$ cat config.mk
export PLATFORM = sky130hd
export DESIGN_NAME = psus_cell
export DESIGN_NICKNAME = d
export VERILOG_FILES = /design/src/hdl/psus_pkg.sv /design/src/hdl/psus_cell.sv
export SDC_FILE = /design/constraint.sdc
export NUM_CORES = 1
export LEC_CHECK = 0
export CORE_MARGIN = 2
export CORE_UTILIZATION = 50
export CTS_BUF_LIST = sky130_fd_sc_hd__clkbuf_16
export CTS_CLUSTER_DIAMETER = 60
export DETAILED_ROUTE_END_ITERATION = 12
export DONT_BUFFER_PORTS = 1
export SKIP_CTS_REPAIR_TIMING = 1
export SLEW_MARGIN = 15
export SYNTH_ARGS = -nofsm -noshare
export SYNTH_HDL_FRONTEND = slang
export SYNTH_SLANG_ARGS = --single-unit
$ cat constraint.sdc
create_clock -name aclk -period 5.4 [get_ports aclk]
set_clock_uncertainty 0.15 [all_clocks]
set_input_delay 0.27 -clock aclk [delete_from_list [all_inputs] [get_ports aclk]]
set_output_delay 0.27 -clock aclk [all_outputs]
set_load 0.02 [all_outputs]
$ cat src/hdl/psus_pkg.sv
// Shared types and codes for the parity-split unique set.
// No dependencies; imported by psus_cell, parity_split_unique_set_top and tb.
package psus_pkg;

    localparam int VAL_W    = 32;
    localparam int STATUS_W = 3;
    localparam int INDEX_W  = 6;

    localparam logic [STATUS_W-1:0] ST_INSERTED  = 3'd0;
    localparam logic [STATUS_W-1:0] ST_DUPLICATE = 3'd1;
    localparam logic [STATUS_W-1:0] ST_FULL      = 3'd2;
    localparam logic [STATUS_W-1:0] ST_FOUND     = 3'd3;
    localparam logic [STATUS_W-1:0] ST_NOTFOUND  = 3'd4;
    localparam logic [STATUS_W-1:0] ST_EMPTY     = 3'd5;

    localparam logic KIND_INSERT = 1'b0;
    localparam logic KIND_SEARCH = 1'b1;

    // Search token handed from cell to cell
    typedef struct packed {
        logic             valid;
        logic             odd;
        logic             hit;
        logic [VAL_W-1:0] value;
    } tok_t;

    // Append request broadcast to all cells
    typedef struct packed {
        logic             en;
        logic             odd;
        logic [VAL_W-1:0] value;
    } wr_t;

endpackage

$ cat src/hdl/psus_cell.sv
// One cell of the set chain: holds entry POS of the even and the odd table.
// Depends on psus_pkg (tok_t, wr_t).
module psus_cell import psus_pkg::*; #(
    parameter int CNT_W = 7,
    parameter int IDX_W = 6,
    parameter int POS   = 0
) (
    input  logic             aclk,
    input  logic             aresetn,
    input  tok_t             tok_in,
    input  logic [IDX_W-1:0] idx_in,
    output tok_t             tok_out,
    output logic [IDX_W-1:0] idx_out,
    input  logic [CNT_W-1:0] even_cnt,
    input  logic [CNT_W-1:0] odd_cnt,
    input  wr_t              wr
);

    localparam logic [CNT_W-1:0] POS_C = CNT_W'(POS);
    localparam logic [IDX_W-1:0] POS_I = IDX_W'(POS);

    logic [VAL_W-1:0] even_entry_reg;
    logic [VAL_W-1:0] odd_entry_reg;
    tok_t             tok_reg;
    tok_t             tok_next;
    logic [IDX_W-1:0] idx_reg;
    logic [IDX_W-1:0] idx_next;
    logic             in_use;
    logic             match;

    // The write always lands at the current end of the chosen table
    always_ff @(posedge aclk) begin
        if (wr.en && !wr.odd && even_cnt == POS_C) begin
            even_entry_reg <= wr.value;
        end
        if (wr.en && wr.odd && odd_cnt == POS_C) begin
            odd_entry_reg <= wr.value;
        end
    end

    always_comb begin
        in_use   = tok_in.odd ? (POS_C < odd_cnt) : (POS_C < even_cnt);
        match    = tok_in.valid && !tok_in.hit && in_use &&
                   ((tok_in.odd ? odd_entry_reg : even_entry_reg) == tok_in.value);
        tok_next = tok_in;
        idx_next = idx_in;
        if (match) begin
            tok_next.hit = 1'b1;
            idx_next     = POS_I;
        end
    end

    always_ff @(posedge aclk) begin
        if (!aresetn) begin
            tok_reg.valid <= 1'b0;
        end else begin
            tok_reg <= tok_next;
        end
    end

    always_ff @(posedge aclk) begin
        idx_reg <= idx_next;
    end

    assign tok_out = tok_reg;
    assign idx_out = idx_reg;

endmodule

After elaboration in Yosys (flattened, before gate mapping)
Index checks and enable logic that the tools add are counted.
- add/subtract/negate cells: 0
- multiply operators: 0
- divide/modulo/power cells: 0
- $lt $le $gt $ge: 2
- equality and inequality tests: 1
- shifts and indexed selects: 0
- multiplexer cells: 2
- bitwise gates (word level): 0
- reduce and logical (&&, ||, !) cells: 11
- operators with widths (operator ; count):
    equality test 32 bit ; 1
    2-to-1 mux 32 bit ; 1
    logical NOT 7 bit ; 2
    less-than comparator 1 x 7 -> 1 bit (first input constant) ; 2
    logical AND 1 bit ; 7
    logical NOT 1 bit ; 2
    2-to-1 mux 1 bit ; 1
- bits in registers: 105
- bits in latches: 0
- bits in writable memories: 0
- bits in read-only memories: 0
- input port bits: 91
- output and inout port bits: 41
- logic and storage cells: 23
- memories: 0

Depth between registers and ports, before layout
- word-level depth: 4
- mapped depth: 7
- gate-level depth less buffers: 5

Least setup slack after synthesis
Ideal clock, no wire load.
- path type: input to register
- start: in odd_cnt[4]
- end: reg odd_entry_reg[0] (enable)
- library setup time: 392 ps
- arrival: 1852 ps
- required time: 4858 ps
- setup slack: 3005 ps
- cell stages on the path: 3
- path buffers: 0
- path through: or4_1 > nor4_1 > and3_1
- word-level cells in the longest chain between the ends: 2
- ends and longest elaborated chain (element ; line ; RTL):
    from (decl) ; psus_cell.sv:15 ; input logic [CNT_W-1:0] odd_cnt,
    logical NOT 7 bit ; psus_cell.sv:36 ; if (wr.en && wr.odd && odd_cnt == POS_C) begin
    logical AND 1 bit ; psus_cell.sv:36 ;
    to (signal assigned) ; psus_cell.sv:37 ; odd_entry_reg <= wr.value;
    to (decl) ; psus_cell.sv:23 ; logic [VAL_W-1:0] odd_entry_reg;
Every way passes these cells.
A chain may end at the register's enable or synchronous reset.

Worst setup path in the final report
- start: reg odd_entry_reg[12]
- end: reg idx_reg[4], in the netlist idx_out[4]
- word-level cells in the longest chain between the ends: 3
- ends and longest elaborated chain (element ; line ; RTL):
    2-to-1 mux 32 bit ; psus_cell.sv:44 ; ((tok_in.odd ? odd_entry_reg : even_entry_reg) == tok_in.value);
    equality test 32 bit ; psus_cell.sv:44 ;
    logical AND 1 bit ; psus_cell.sv:43 ; match = tok_in.valid && !tok_in.hit && in_use &&
    to (signal assigned) ; psus_cell.sv:62 ; idx_reg <= idx_next;
    to (decl) ; psus_cell.sv:26 ; logic [IDX_W-1:0] idx_reg;
Every way passes these cells.

==> results.sh <==
export IMPL_p_sw_share_pct=19.73
export IMPL_grtUsageTotal_pct=15.88
export IMPL_r2r_slack_ns=3.29
export IMPL_worst_r2r_endpoint="idx_out[4]"
export IMPL_crit_path_top_delay_cell="o31a_1"
export IMPL_yosysWarnings=0
export IMPL_hpwl_um=4560
export IMPL_p_int_mw=1.381
export IMPL_cts_clk_slew_worst_paths_ns=0.07
export IMPL_drv_slew=0
export IMPL_nFillCells=550
export IMPL_fin_ws_ns=3.291
export IMPL_p_comb_share_pct=5.1
export IMPL_slowest_delay_ns=0.42
export IMPL_antenna_found_initial=0
export IMPL_finalNetCount=374
export IMPL_dp_slack_ns=3.053
export IMPL_die_h_um=92.66
export IMPL_final_antenna_net_count=0
export IMPL_timing_fmax_ghz=0.4742
export IMPL_core_area_um2=7687
export IMPL_tightestPinTransition_ns=0.8052
export IMPL_clock_latency_ns=0.33
export IMPL_ctsRootBufferMaster="clkbuf_16"
export IMPL_vdd_drop_max_v=0.0001972
export IMPL_synth_cell_types=22
export IMPL_worstHoldPathCells=1
export IMPL_cts_tree="done"
export IMPL_critical_path_class="reg -> reg"
export IMPL_worstHoldStart="aresetn"
export IMPL_drv_cap=0
export IMPL_status="finished, final reports clean"
export IMPL_num_rows=32
export IMPL_drive_above_1_share_pct=6.597
export IMPL_wl_um=7471
export IMPL_maxSlewHeadroom_pct=46.32
export IMPL_grt_pass1_wl_um=9832
export IMPL_start_kind="flop"
export IMPL_syn_inst=202
export IMPL_via_count=2046
export IMPL_syn_cell_area_um2=3930
export IMPL_ys_seq_elements=105
export IMPL_cts_sinks=105
export IMPL_setup_viol=0
export IMPL_cp_required_ns=5.47
export IMPL_finalHoldViolCount=0
export IMPL_cp_top_family="simple AND/OR/NAND/NOR gates"
export IMPL_setup_tns_ns=0
export IMPL_drc=0
export IMPL_crit_reg2reg_launch="odd_entry_reg[12]"
export IMPL_post_route_period_util_pct=39.05
export IMPL_totalPowerFinal_mw=1.721
export IMPL_fin_crit_ns=2.109
export IMPL_leakagePower_nw=1.732
export IMPL_die_area_um2=8585
export IMPL_synth_yosys_seq_area_share_pct=78.45
export IMPL_antenna_cells=0
export IMPL_r2r_cells=5
export IMPL_fp_dieW_um=92.66
export IMPL_syn_area_per_cell_um2=19.46
export IMPL_grt_pass1_vias=1930
export IMPL_grt_ovfl_total=0
export IMPL_cp_end_kind="flop"
export IMPL_syn2layout_area_growth_pct=29.48
export IMPL_drt_wirelength_per_cell_um=19.16
export IMPL_largest_reg_flops=35
export IMPL_clock_power_share_pct=39.4
export IMPL_rsz0062_at_grt="no"
export IMPL_num_io_pins=132
export IMPL_p_seq_share_pct=55.5
export IMPL_viasPerCell=5.246
export IMPL_hold_class="in -> reg"
export IMPL_p_sw_mw=0.3395
export IMPL_portBuffers=0
export IMPL_path_cells="mux2i_1 > xnor2_1 > nor4_1 > nand4_1 > o31a_1"
export IMPL_dr_pass1_iters=4
export IMPL_syn_nets=293
export IMPL_htree_levels=3
export IMPL_grt_max_degree=36
export IMPL_cp_max_fo=7
export IMPL_drt_iter0_markers=64
export IMPL_cts_made_buffers=9
export IMPL_clockBufferDepth=2
export IMPL_min_to="tok_out[32]"
export IMPL_powerDensity_nw_per_um2=338.1
export IMPL_start_util_pct=51.12
export IMPL_gp_congestion=0.7119
export IMPL_cp_arrival_ns=2.18
export IMPL_critical_path_buf_inv_count=0
logic make-up (layout without fill, tap and decap cells):
logic type	Yosys count	count (layout)	share of synthesized area, %
simple gates	20	20	3.375
xor+xnor	32	32	7.132
flops	105	105	78.45
buf+inv	5	91	1.178
compound gates	8	8	1.719
mux	32	32	8.150
how the worst max path moves through the flow:
stage,slack [ns],startpoint,to,cells after the start
floorplan,3.01,odd_cnt[4],odd_entry_reg[0],3
global placement,3.11,odd_cnt[4],odd_entry_reg[22],3
detailed placement,3.05,odd_cnt[4],odd_entry_reg[5],3
CTS,3.30,odd_entry_reg[12],idx_out[4],5
global route,3.08,odd_entry_reg[12],tok_out[32],5
finish,3.29,odd_entry_reg[12],idx_out[4],5
metal layers:
metal / global-route usage [%] / vias to the layer above / routed length [µm]
li1: - / 955 / -
met1: 15.58 / 1007 / 2810
met2: 28.53 / 74 / 4137
met3: 7.242 / 10 / 410
met4: 7.108 / 0 / 113
met5: 0 / - / 0
cells in the final DEF, fill, tap and decap left out, types with 2 or more instances in the layout:
master,count
nand3_1,2
clkinvlp_4,3
dfxtp_1,7
nor4_1,8
nor3_1,2
xnor2_1,31
o31a_1,6
clkbuf_16,9
edfxtp_1,98
mux2i_1,32
dlygate4sd3_1,73
bufinv_16,2
layout make-up:
class | instances | area [µm²] | share of cell area, %
Clock buffer | 9 | 225.2 | 4.426
Clock inverter | 7 | 95.09 | 1.869
Inverter | 1 | 3.754 | 0.07376
Multi-Input combinational cell | 92 | 803.3 | 15.79
Sequential cell | 105 | 3083 | 60.59
Tap cell | 102 | 127.6 | 2.508
Timing Repair Buffer | 74 | 750.7 | 14.75
cell usage after synthesis:
cell type  instances  area [µm²]
and3_1             2       12.51
or4_1              1       7.510
xor2_1             1       8.760
o31ai_1            1       7.510
buf_2              1       5.000
mux2i_1           32       320.3
buf_6              2       22.52
xnor2_1           31       271.5
nand4_1            1       6.260
nor4_1             8       50.05
inv_1              1       3.750
nor3_1             2       10.01
nand3_1            2       10.01
nor4_2             1       12.51
and2_1             1       6.260
a21boi_0           1       7.510
and4b_1            1       10.01
o31a_1             6       52.55
dfxtp_1            7       140.1
nand3b_1           1       7.510
buf_8              1       15.01
edfxtp_1          98        2943
metrics by stage:
| stage | util (%) | instances | instance area, µm² | hold WS [ns] |
|---|---|---|---|---|
| 2_1_floorplan | - | 202 | 3930 | 0.2189 |
| 3_3_place_gp | 52.26 | 300 | 4018 | 0.2190 |
| 3_5_place_dp | 52.26 | 300 | 4018 | 0.2190 |
| 4_1_cts | 56.43 | 316 | 4338 | -0.1388 |
| 5_1_grt | 66.19 | 390 | 5089 | 0.1158 |
| 6_report | 66.19 | 390 | 5089 | 0.1221 |
power by group through the flow:
stage | clock [mW] | sequential [mW] | combinational, mW
6_report | 0.678 | 0.955 | 0.0876
5_1_grt | 0.732 | 0.956 | 0.0951
4_1_cts | 0.690 | 0.956 | 0.0349
3_5_place_dp | 0 | 0.974 | 0.0346
3_3_place_gp | 0 | 0.974 | 0.0337
2_1_floorplan | 0 | 0.970 | 0.0383
No activity file was read; power rests on OpenSTA's default activity.
